File: src/design/bc1is_pkg.sv
// ----------------------------------------------------------------------------
// bc1is_pkg: shared types and constants for the BC1 index selector
// Field widths, queue depths and the request/result structs.
// ----------------------------------------------------------------------------
package bc1is_pkg;

  localparam int unsigned ItemDepthDefault   = 4;
  localparam int unsigned ResultDepthDefault = 2;

  localparam int unsigned PosW      = 4;
  localparam int unsigned IndexW    = 32;
  localparam int unsigned ErrW      = 22;
  localparam int unsigned EntryErrW = 18;  // four squares of 8-bit differences
  localparam int unsigned SqW       = 16;

  localparam logic [PosW-1:0] FirstPos = 4'd0;
  localparam logic [PosW-1:0] LastPos  = 4'd15;

  // One pixel request, palette attached so blocks can overlap in the back end
  typedef struct packed {
    logic [PosW-1:0]        pos;
    logic                   alpha_mode;
    logic [3:0][7:0]        pixel;    // [0]=R [1]=G [2]=B [3]=A
    logic [3:0][31:0]       palette;  // entry bytes: R, G, B, A from LSB
  } item_t;

  typedef struct packed {
    logic [IndexW-1:0] index_word;
    logic [ErrW-1:0]   block_error;
  } result_t;

endpackage

File: src/design/bc1_index_selector.sv
// ----------------------------------------------------------------------------
// bc1_index_selector: BC1 palette index selection for one 4x4 block
// Decodes the two 5-6-5 endpoints into a four-entry palette, picks the
// nearest entry for each of 16 pixels and reports indices and total error.
// ----------------------------------------------------------------------------
//
//  channel   direction  handshake        payload
//  -------   ---------  ---------------  -----------------------------------
//  pixel     in         push_i / full_o  endpoint_word_i, pixel_*_i
//  result    out        pop_i / empty_o  index_word_o, block_error_o
//  config    in         cfg_we_i         cfg_wdata_i (alpha mode)
//
//  One pixel request per cycle sustained; full_o rises only when the
//  back end is held by a full result queue.
//  A block's result reaches the result ports after its 16th pixel is
//  accepted, through the pixel queue, three compare stages and result queue.
//  Reset clears the pixel position, alpha mode, queues and accumulators.
//  A full result queue stalls only the back end; the pixel queue keeps
//  taking requests until it fills.
//
module bc1_index_selector
  import bc1is_pkg::*;
#(
  parameter int unsigned ItemDepth   = ItemDepthDefault,
  parameter int unsigned ResultDepth = ResultDepthDefault
) (
  input  logic        clk_i,
  input  logic        rst_ni,
  // pixel requests
  input  logic        push_i,
  output logic        full_o,
  input  logic [31:0] endpoint_word_i,
  input  logic [7:0]  pixel_red_i,
  input  logic [7:0]  pixel_green_i,
  input  logic [7:0]  pixel_blue_i,
  input  logic [7:0]  pixel_alpha_i,
  // results
  output logic        empty_o,
  input  logic        pop_i,
  output logic [31:0] index_word_o,
  output logic [21:0] block_error_o,
  // alpha mode register
  input  logic        cfg_we_i,
  input  logic        cfg_wdata_i
);

  // front to back: tagged pixel requests
  logic    item_push, item_full, item_pop, item_empty;
  item_t   item_in, item_out;
  // back to output: finished blocks
  logic    res_push, res_full;
  result_t res_in, res_out;

  bc1is_front u_front (
    .clk_i,
    .rst_ni,
    .push_i,
    .endpoint_word_i,
    .pixel_red_i,
    .pixel_green_i,
    .pixel_blue_i,
    .pixel_alpha_i,
    .cfg_we_i,
    .cfg_wdata_i,
    .q_full_i (item_full),
    .q_push_o (item_push),
    .q_item_o (item_in)
  );

  assign full_o = item_full;

  bc1is_fifo #(
    .Width ($bits(item_t)),
    .Depth (ItemDepth)
  ) u_item_q (
    .clk_i,
    .rst_ni,
    .push_i  (item_push),
    .wdata_i (item_in),
    .full_o  (item_full),
    .pop_i   (item_pop),
    .rdata_o (item_out),
    .empty_o (item_empty)
  );

  bc1is_back u_back (
    .clk_i,
    .rst_ni,
    .q_empty_i  (item_empty),
    .q_item_i   (item_out),
    .q_pop_o    (item_pop),
    .res_full_i (res_full),
    .res_push_o (res_push),
    .res_o      (res_in)
  );

  // output queue parts the back end from the result consumer
  bc1is_fifo #(
    .Width ($bits(result_t)),
    .Depth (ResultDepth)
  ) u_res_q (
    .clk_i,
    .rst_ni,
    .push_i  (res_push),
    .wdata_i (res_in),
    .full_o  (res_full),
    .pop_i,
    .rdata_o (res_out),
    .empty_o
  );

  assign index_word_o  = res_out.index_word;
  assign block_error_o = res_out.block_error;

endmodule

File: src/design/bc1is_fifo.sv
// ----------------------------------------------------------------------------
// bc1is_fifo: small synchronous queue
// Register-array queue with a fill count; push is refused only when full.
// ----------------------------------------------------------------------------
module bc1is_fifo #(
  parameter int unsigned Width = 8,
  parameter int unsigned Depth = 2
) (
  input  logic             clk_i,
  input  logic             rst_ni,
  input  logic             push_i,
  input  logic [Width-1:0] wdata_i,
  output logic             full_o,
  input  logic             pop_i,
  output logic [Width-1:0] rdata_o,
  output logic             empty_o
);

  localparam int unsigned PtrW = (Depth > 1) ? $clog2(Depth) : 1;
  localparam int unsigned CntW = $clog2(Depth + 1);
  localparam logic [PtrW-1:0] LastPtr = PtrW'(Depth - 1);
  localparam logic [CntW-1:0] FullCnt = CntW'(Depth);

  logic [Width-1:0] mem_q [Depth];
  logic [PtrW-1:0]  wptr_q, wptr_d, rptr_q, rptr_d;
  logic [CntW-1:0]  count_q, count_d;
  logic             do_push, do_pop;

  assign full_o  = (count_q == FullCnt);
  assign empty_o = (count_q == '0);
  assign do_push = push_i && !full_o;
  assign do_pop  = pop_i && !empty_o;
  assign rdata_o = mem_q[rptr_q];

  always_comb begin
    wptr_d  = wptr_q;
    rptr_d  = rptr_q;
    count_d = count_q;
    if (do_push) begin
      wptr_d = (wptr_q == LastPtr) ? '0 : wptr_q + 1'b1;
    end
    if (do_pop) begin
      rptr_d = (rptr_q == LastPtr) ? '0 : rptr_q + 1'b1;
    end
    if (do_push && !do_pop) begin
      count_d = count_q + 1'b1;
    end else if (do_pop && !do_push) begin
      count_d = count_q - 1'b1;
    end
  end

  always_ff @(posedge clk_i or negedge rst_ni) begin
    if (!rst_ni) begin
      wptr_q  <= '0;
      rptr_q  <= '0;
      count_q <= '0;
    end else begin
      wptr_q  <= wptr_d;
      rptr_q  <= rptr_d;
      count_q <= count_d;
    end
  end

  always_ff @(posedge clk_i) begin
    if (do_push) begin
      mem_q[wptr_q] <= wdata_i;
    end
  end

endmodule

File: src/design/bc1is_front.sv
// ----------------------------------------------------------------------------
// bc1is_front: pixel intake and palette decode
// Tracks the pixel position, decodes the endpoint word on the first pixel
// and tags each pixel with its palette and the current alpha mode.
// ----------------------------------------------------------------------------
module bc1is_front
  import bc1is_pkg::*;
(
  input  logic        clk_i,
  input  logic        rst_ni,
  input  logic        push_i,
  input  logic [31:0] endpoint_word_i,
  input  logic [7:0]  pixel_red_i,
  input  logic [7:0]  pixel_green_i,
  input  logic [7:0]  pixel_blue_i,
  input  logic [7:0]  pixel_alpha_i,
  input  logic        cfg_we_i,
  input  logic        cfg_wdata_i,
  input  logic        q_full_i,
  output logic        q_push_o,
  output item_t       q_item_o
);

  logic [PosW-1:0]  pos_q, pos_d;
  logic [3:0][31:0] pal_q, pal_new;
  logic             alpha_q;
  logic             accept;

  function automatic logic [31:0] pack_entry(logic [7:0] r, logic [7:0] g,
                                             logic [7:0] b, logic [7:0] a);
    return {a, b, g, r};
  endfunction

  // floor(x/3) for x < 768: multiply by 683, drop 11 bits
  function automatic logic [7:0] div3(logic [9:0] x);
    logic [19:0] p;
    p = 20'(x) * 20'd683;
    return p[18:11];
  endfunction

  always_comb begin
    logic [7:0] r0, g0, b0, r1, g1, b1;
    logic [8:0] sr, sg, sb;
    r0 = {endpoint_word_i[15:11], 3'b000};
    g0 = {endpoint_word_i[10:5], 2'b00};
    b0 = {endpoint_word_i[4:0], 3'b000};
    r1 = {endpoint_word_i[31:27], 3'b000};
    g1 = {endpoint_word_i[26:21], 2'b00};
    b1 = {endpoint_word_i[20:16], 3'b000};
    sr = {1'b0, r0} + {1'b0, r1};
    sg = {1'b0, g0} + {1'b0, g1};
    sb = {1'b0, b0} + {1'b0, b1};
    pal_new[0] = pack_entry(r0, g0, b0, 8'hFF);
    pal_new[1] = pack_entry(r1, g1, b1, 8'hFF);
    if (endpoint_word_i[15:0] > endpoint_word_i[31:16]) begin
      pal_new[2] = pack_entry(div3({1'b0, sr} + {2'b00, r0}),
                              div3({1'b0, sg} + {2'b00, g0}),
                              div3({1'b0, sb} + {2'b00, b0}), 8'hFF);
      pal_new[3] = pack_entry(div3({1'b0, sr} + {2'b00, r1}),
                              div3({1'b0, sg} + {2'b00, g1}),
                              div3({1'b0, sb} + {2'b00, b1}), 8'hFF);
    end else begin
      pal_new[2] = pack_entry(sr[8:1], sg[8:1], sb[8:1], 8'hFF);
      pal_new[3] = '0;  // transparent black
    end
  end

  assign accept   = push_i && !q_full_i;
  assign q_push_o = accept;
  assign pos_d    = (pos_q == LastPos) ? FirstPos : pos_q + 1'b1;

  always_comb begin
    q_item_o.pos        = pos_q;
    q_item_o.alpha_mode = alpha_q;
    q_item_o.pixel      = {pixel_alpha_i, pixel_blue_i, pixel_green_i, pixel_red_i};
    q_item_o.palette    = (pos_q == FirstPos) ? pal_new : pal_q;
  end

  always_ff @(posedge clk_i or negedge rst_ni) begin
    if (!rst_ni) begin
      pos_q   <= FirstPos;
      pal_q   <= '0;
      alpha_q <= 1'b0;
    end else begin
      if (cfg_we_i) begin
        alpha_q <= cfg_wdata_i;
      end
      if (accept) begin
        pos_q <= pos_d;
        if (pos_q == FirstPos) begin
          pal_q <= pal_new;
        end
      end
    end
  end

endmodule

File: src/design/bc1is_back.sv
// ----------------------------------------------------------------------------
// bc1is_back: error evaluation and accumulation
// Three stages: squared channel differences, per-entry sums, best-entry
// select; then index and error accumulation into the result queue.
// ----------------------------------------------------------------------------
module bc1is_back
  import bc1is_pkg::*;
(
  input  logic    clk_i,
  input  logic    rst_ni,
  input  logic    q_empty_i,
  input  item_t   q_item_i,
  output logic    q_pop_o,
  input  logic    res_full_i,
  output logic    res_push_o,
  output result_t res_o
);

  logic                          advance;
  logic                          s1_valid_q, s2_valid_q, s3_valid_q;
  logic [PosW-1:0]               s1_pos_q, s2_pos_q, s3_pos_q;
  logic [3:0][3:0][SqW-1:0]      s1_sq_q, s1_sq_d;
  logic [3:0][EntryErrW-1:0]     s2_err_q, s2_err_d;
  logic [EntryErrW-1:0]          s3_err_q, best_err;
  logic [1:0]                    s3_idx_q, best_idx;
  logic [IndexW-1:0]             idx_acc_q, idx_acc_d;
  logic [ErrW-1:0]               err_acc_q, err_acc_d;
  logic                          s3_last;

  assign s3_last = (s3_pos_q == LastPos);
  // only a finished block waiting on a full result queue holds the pipe
  assign advance = !(s3_valid_q && s3_last && res_full_i);
  assign q_pop_o = advance && !q_empty_i;

  // stage 1: |pixel - entry|^2 per channel, alpha masked in RGB mode
  always_comb begin
    logic [7:0] p, e, d;
    for (int k = 0; k < 4; k++) begin
      for (int c = 0; c < 4; c++) begin
        p = q_item_i.pixel[c];
        e = q_item_i.palette[k][8*c +: 8];
        d = (p > e) ? p - e : e - p;
        s1_sq_d[k][c] = SqW'(d) * SqW'(d);
        if (c == 3 && !q_item_i.alpha_mode) begin
          s1_sq_d[k][c] = '0;
        end
      end
    end
  end

  // stage 2: per-entry totals
  always_comb begin
    for (int k = 0; k < 4; k++) begin
      s2_err_d[k] = EntryErrW'(s1_sq_q[k][0]) + EntryErrW'(s1_sq_q[k][1])
                  + EntryErrW'(s1_sq_q[k][2]) + EntryErrW'(s1_sq_q[k][3]);
    end
  end

  // stage 3: strict less-than keeps the lowest index on ties
  always_comb begin
    best_err = s2_err_q[0];
    best_idx = 2'd0;
    for (int k = 1; k < 4; k++) begin
      if (s2_err_q[k] < best_err) begin
        best_err = s2_err_q[k];
        best_idx = 2'(k);
      end
    end
  end

  always_comb begin
    idx_acc_d = idx_acc_q | (IndexW'(s3_idx_q) << {s3_pos_q, 1'b0});
    err_acc_d = err_acc_q + ErrW'(s3_err_q);
  end

  assign res_push_o        = advance && s3_valid_q && s3_last;
  assign res_o.index_word  = idx_acc_d;
  assign res_o.block_error = err_acc_d;

  always_ff @(posedge clk_i or negedge rst_ni) begin
    if (!rst_ni) begin
      s1_valid_q <= 1'b0;
      s2_valid_q <= 1'b0;
      s3_valid_q <= 1'b0;
      idx_acc_q  <= '0;
      err_acc_q  <= '0;
    end else if (advance) begin
      s1_valid_q <= q_pop_o;
      s2_valid_q <= s1_valid_q;
      s3_valid_q <= s2_valid_q;
      if (s3_valid_q) begin
        if (s3_last) begin
          idx_acc_q <= '0;
          err_acc_q <= '0;
        end else begin
          idx_acc_q <= idx_acc_d;
          err_acc_q <= err_acc_d;
        end
      end
    end
  end

  always_ff @(posedge clk_i) begin
    if (advance) begin
      s1_pos_q <= q_item_i.pos;
      s1_sq_q  <= s1_sq_d;
      s2_pos_q <= s1_pos_q;
      s2_err_q <= s2_err_d;
      s3_pos_q <= s2_pos_q;
      s3_err_q <= best_err;
      s3_idx_q <= best_idx;
    end
  end

`ifndef ASSERT_OFF
  a_no_push_full: assert property (@(posedge clk_i) disable iff (!rst_ni)
    res_push_o |-> !res_full_i)
    else $error("result pushed into full queue");

  a_acc_cleared: assert property (@(posedge clk_i) disable iff (!rst_ni)
    res_push_o |=> (idx_acc_q == '0) && (err_acc_q == '0))
    else $error("accumulators not cleared after block end");

  a_stall_holds: assert property (@(posedge clk_i) disable iff (!rst_ni)
    !advance |=> s3_valid_q && s3_last && $stable(s3_idx_q) && $stable(s3_err_q))
    else $error("stalled last pixel lost");

  a_no_pop_stall: assert property (@(posedge clk_i) disable iff (!rst_ni)
    q_pop_o |-> advance && !q_empty_i)
    else $error("pop while back end stalled or queue empty");
`endif

endmodule
File: config.mk
export PLATFORM = sky130hd
export DESIGN_NAME = bc1_index_selector
export DESIGN_NICKNAME = d
export VERILOG_FILES = /design/src/design/bc1is_pkg.sv /design/src/design/bc1_index_selector.sv /design/src/design/bc1is_fifo.sv /design/src/design/bc1is_front.sv /design/src/design/bc1is_back.sv
export SDC_FILE = /design/constraint.sdc
export NUM_CORES = 2
export LEC_CHECK = 0
export BUFFER_PORTS_ARGS = -buffer_cell sky130_fd_sc_hd__buf_2
export CAP_MARGIN = 20
export CORE_UTILIZATION = 50
export DETAILED_ROUTE_END_ITERATION = 10
export GPL_ROUTABILITY_DRIVEN = 1
export GPL_TIMING_DRIVEN = 1
export PLACE_DENSITY = 0.66
export SYNTH_ARGS = -nofsm -noshare
export SYNTH_HDL_FRONTEND = slang
export SYNTH_SLANG_ARGS = --single-unit
File: constraint.sdc
create_clock -name clk_i -period 32.2 [get_ports clk_i]
set_input_delay 4.83 -clock clk_i [delete_from_list [all_inputs] [get_ports clk_i]]
set_output_delay 4.83 -clock clk_i [all_outputs]
set_load 0.05 [all_outputs]
# After elaboration in Yosys (flattened, before gate mapping)
# Memories as Yosys holds them, arrays and structs flattened.
# Cells that the tools add are included.
[op_classes]
add_sub_neg = 63
mul = 22
magnitude_cmp = 20
eq_ne = 6
shifts = 1
muxes = 38
bitwise = 2
n_reduce_logical = 30
[op_table]
columns = ["op", "count"]
rows = [
  ["$mul 8x8->16", 16],
  ["$sub 8x8->8", 32],
  ["$add 18x16->18", 8],
  ["$gt 8x8->1", 16],
  ["$mux 128", 1],
  ["$mux 8", 16],
  ["$mul 10x10->19 const B", 6],
  ["$add 16x16->17", 4],
  ["$mux 64", 1],
  ["$add 9x8->10", 6],
  ["$lt 18x18->1", 3],
  ["$mux 18", 3],
  ["$mux 32", 1],
  ["$or 32x32->32", 1],
  ["$shl 2x5->32", 1],
  ["$add 8x8->9", 3],
  ["$add 22x18->22", 1],
  ["$mux 22", 1],
  ["$gt 16x16->1", 1],
  ["$logic_and 1x1->1", 14],
  ["$logic_not 1->1", 9],
  ["$eq 4x4->1 const B", 2],
  ["$mux 1", 8],
  ["$mux 2", 4],
  ["other kinds (17)", 24],
]
[totals]
reg_bits = 561
ram_bits = 768
input_bits = 70
output_inout_bits = 56
elab_cells = 227
n_memories = 2
[mem_list]
columns = ["name", "words", "width", "rd", "rd_clocked_by_memory_dff", "wr", "line", "rtl"]
rows = [
  ["u_item_q.mem_q", 4, 165, 1, 0, 1, "bc1is_fifo.sv:24", "logic [Width-1:0] mem_q [Depth];"],
  ["u_res_q.mem_q", 2, 54, 1, 0, 1, "bc1is_fifo.sv:24", ""],
]

# Depth between registers and ports, before layout
[depth]
word_depth = 11
mapped_depth = 37
mapped_depth_nobuf = 33

# Hierarchy
# A second synthesis with hierarchy kept.
[hier_totals]
cells_unflattened = 8699
hier_area_um2 = 100850.5
[by_module_without_submodules]
columns = ["module", "n_inst", "cells_per_inst", "area_each_um2", "seq_area_each_um2"]
rows = [
  ["bc1is_back", 1, 5879, 56761.9, 11756.3],
  ["bc1is_fifo (u_item_q)", 1, 899, 24255.8, 19994.2],
  ["bc1is_front", 1, 1734, 15489.9, 3328.2],
  ["bc1is_fifo (u_res_q)", 1, 187, 4342.9, 3343.2],
]

# Least setup slack after synthesis
# No wires, ideal clock.
[synth_path]
kind = "register to register"
start = "register u_back.s3_pos_q[1]"
end = "register u_item_q.count_q[2]"
setup_time_ns = 0.079
t_arrival_ns = 14.728
path_slack_ns = 17.393
path_stages_with_launch = 11
period_less_slack_ns = 14.807
path_cell_list = "edfxtp_1 > nand2_1 > nor2_1 > nand4b_1 > o31ai_1 > ha_1 > inv_1 > fa_1 > xor2_1 > nor2_1 > xor2_1"
[synth_between]
elab_chain_len = 9
word_cells_on_any_way = 11
cone_classes = "1 x eq/ne; 1 x mux; 9 x reduce/logical"
[synth_rtl]
columns = ["element", "line", "rtl"]
rows = [
  ["start, declared", "bc1is_back.sv:21", "logic [PosW-1:0] s1_pos_q, s2_pos_q, s3_pos_q;"],
  ["start signal, assigned", "bc1is_back.sv:109", "s3_pos_q <= s2_pos_q;"],
  ["$eq 4x4->1 (*)", "bc1is_back.sv:30", "assign s3_last = (s3_pos_q == LastPos);"],
  ["$logic_and 1x1->1 (*) (2 in a row)", "bc1is_back.sv:32", "assign advance = !(s3_valid_q && s3_last && res_full_i);"],
  ["$logic_not 1->1 (*)", "bc1is_back.sv:32", ""],
  ["$logic_and 1x1->1 (*)", "bc1is_back.sv:33", "assign q_pop_o = advance && !q_empty_i;"],
  ["$logic_and 1x1->1 (*)", "bc1is_fifo.sv:32", "assign do_pop = pop_i && !empty_o;"],
  ["$logic_not 1->1", "bc1is_fifo.sv:45", "if (do_push && !do_pop) begin"],
  ["$logic_and 1x1->1", "bc1is_fifo.sv:45", ""],
  ["$mux 3 / $reduce_bool 2->1 (equally long branches)", "-", ""],
  ["end signal, assigned", "bc1is_fifo.sv:60", "count_q <= count_d;"],
  ["end, declared", "bc1is_fifo.sv:26", "logic [CntW-1:0] count_q, count_d;"],
]
# Every way passes the cells marked *; elsewhere a longest branch is shown, timed or not.
# A chain may end at the register's enable or synchronous reset.

==> results.md <==
- Status: complete, no violations
- Hold Vio Cnt, Final: 0
- Final Instance Area: 111500 um^2
- Routability cong.: 0.9041
- Clk root buf: clkbuf_16
- DR vias: 67650
- Worst-Skew Late Latency: 0.83 ns
- Pins Over Slew Limit: 0
- Vias in the first global route: 68960
- Top cells by area, synth: edfxtp_1 33%, ha_1 16%, fa_1 11%
- Reg2Reg Setup Slack: 21.50 ns
- Async S/R FF share, synth: 15.31%
- Initial antenna violation count: 4
- Sequential share of the synthesized area: 37.40%
- Main synth FF type: edfxtp_1
- CP max FO: 8
- Die Ht: 455.3 um
- Largest net degree at the start of global routing: 174
- Mean Syn Cell Area: 11.02 um^2
- WP data required: 32.76 ns
- Critical path startpoint category: input port
- RSZ-0062 raised after global routing: no
- Register bit total from synthesis: 1313
- WL per Instance: 19.43 um
- FP Rows: 166
- Worst-Margin Slew: 1.189 ns
- Core Footprint: 204400 um^2
- Number of flops mapped to enable cells by yosys: 1112
- Syn Inst Count: 9322
- PortBufs: 125
- First-pass GRT wire length: 376.5 mm
- Final HPWL DP: 183.7 mm
- Hold WC Path Type: flip-flop to flip-flop
- Initial Util: 50.26%
- Placed Area: 106500 um^2
- Detail Route Antenna Nets: 0
- Clk sinks: 1313
- Die area: 207300 um^2
- Netlist cell types: 109
- WL final: 238.6 mm
- Total CTS buffers: 146
- Setup Buffers After CTS: 0
- CTS clock-pin slew for the worst setup and hold paths: 0.06 ns
- Residual DRC: 0
- TritonCTS clock tree: yes
- Htree depth: 4
- Initial drt markers: 4588
- Gr usage total: 23.24%
- Synth warn: 0
- CTS Buffer Depth: 3
- Die W: 455.3 um
- Final TNS setup: 0 ns
- Final Setup Violations: 0
- Hold buffer count at cts: 0
- Netlist Area Pre-Place: 102700 um^2
- P&R area growth vs syn: 8.568%
- Via density: 5.508
- Slew margin rel.: 19.88%
- Clock skew: 0.04973 ns
- Max-Cap Viols: 0
- Cell count after placement: 12010
- Fin crit period: 11.70 ns
- Top cell type's share of synthesized area: 32.51%
- Critical Setup Path Class: input port to flip-flop
- GR Overflow Total: 0
- Top Ports: 126
- Most frequent cells in the layout: 1535 x inv_1, 1283 x ha_1, 1112 x edfxtp_1
- Period utilisation layout: 36.33%
- Share of layout cells above drive strength 1: 8.881%
- Final net count: 11400
- Post-CTS Resized: 0
- Commonest non-fill, non-tap cell in the layout: inv_1
- CP arrival: 12.26 ns
- Post-Layout Cell Count: 12280
- Drt pass-1 iters: 6
- Max Clock Freq: 0.08549 GHz
- CP Capture Type: flip-flop
- Cell accounting for the most synthesized area: edfxtp_1
-- state kept, by name, summed over array words and instances, names as in the netlist, 2 cells and up --
name	count
u_back.s3_err_q	18
u_res_q.mem_q	108
u_back.s3_idx_q	2
u_front.pal_q	128
u_item_q.wptr_q	2
u_item_q.mem_q	660
u_back.s2_err_q	72
u_item_q.rptr_q	2
u_item_q.count_q	3
u_back.s3_pos_q	4
u_res_q.count_q	2
u_back.err_acc_q	22
u_front.pos_q	4
u_back.s1_sq_q	240
u_back.idx_acc_q	32
u_back.s1_pos_q	4
u_back.s2_pos_q	4
-- layer usage --
layer  part of all wire, %  track usage, %  wire [um]
met5                     0               0          0
met4                   3.0           7.545       7256
met3                   4.1           2.291       9849
met2                    48           38.87     113800
met1                    45           31.76     107700
-- Yosys cell counts (82+ instances only) --
library cell / instances
a21o_1: 159
a21oi_1: 334
clkbuf_1: 136
dfrtp_1: 201
edfxtp_1: 1112
fa_1: 573
ha_1: 1283
inv_1: 1535
mux2_2: 82
mux2i_1: 115
mux4_2: 164
nand2_1: 530
nand2b_1: 158
nand3_1: 134
nor2_1: 600
nor2b_1: 89
nor3_1: 166
o21ai_0: 284
or2_2: 99
xnor2_1: 403
xor2_1: 156
-- through the flow --
step | utilization [%] | hold WS, ns | worst slack (ns)
after global placement | 52.12 | 0.4048 | 19.90
after floorplan | - | 0.4003 | 17.39
after detailed placement | 52.13 | 0.4057 | 19.77
final | 54.57 | 0.4170 | 20.50
after global routing | 54.57 | 0.4207 | 19.85
after CTS | 54.55 | 0.4192 | 20.62
-- critical path, stage by stage --
cell and delay, ns:
buf_2 0.16, ha_1 0.24, fa_1 0.42, xnor2_1 0.45, ha_1 0.36, nor2b_1 0.14
o21ai_0 0.17, nand2b_1 0.11, a21o_1 0.19, a21oi_1 0.16, xnor2_1 0.33, ha_1 0.35
ha_1 0.30, ha_1 0.30, inv_1 0.08, fa_1 0.45, fa_1 0.52, inv_1 0.04
ha_1 0.30, a21o_1 0.16, a21o_1 0.18, a2111oi_0 0.69, o31ai_1 0.27, o41ai_1 0.39
xnor2_1 0.16, nand2_1 0.09, o21ai_0 0.39
-- cell type report --
class	count	area, um^2
inverter	1540	5781
timing repair buffer	196	1239
fill	17520	92850
sequential	1313	38430
multi-input combinational	6274	57760
tap	2688	3363
antenna	1	2.502
clock buffer	188	3973
clock inverter	82	978.4
-- worst paths after layout --
| kind | depth (start not counted) | end | from |
|---|---|---|---|
| hold reg to reg | 0 | u_back.s3_pos_q[0] | u_back.s2_pos_q[0] |
| hold / removal | 0 | u_back.s3_pos_q[0] | u_back.s2_pos_q[0] |
| max in group asynchronous | 4 | u_front.pal_q[74] | rst_ni |
| setup / recovery | 27 | u_item_q.mem_q[1][111] | endpoint_word_i[5] |
| setup reg to reg | 27 | u_back.s1_sq_q[47] | u_item_q.rptr_q[0] |
| min in group asynchronous | 1 | u_back.idx_acc_q[21] | rst_ni |
-- logic make-up after synthesis --
family | synth area share, %
buf+inv | 6.470
mux | 5.637
fa+ha+maj | 26.79
flops | 37.40
compound gates | 9.150
xor+xnor | 4.830
simple gates | 9.707
other cells | 0.007311
Power is not shown: default switching activity piles up to over one toggle a cycle in this logic, so the estimate is an artifact.
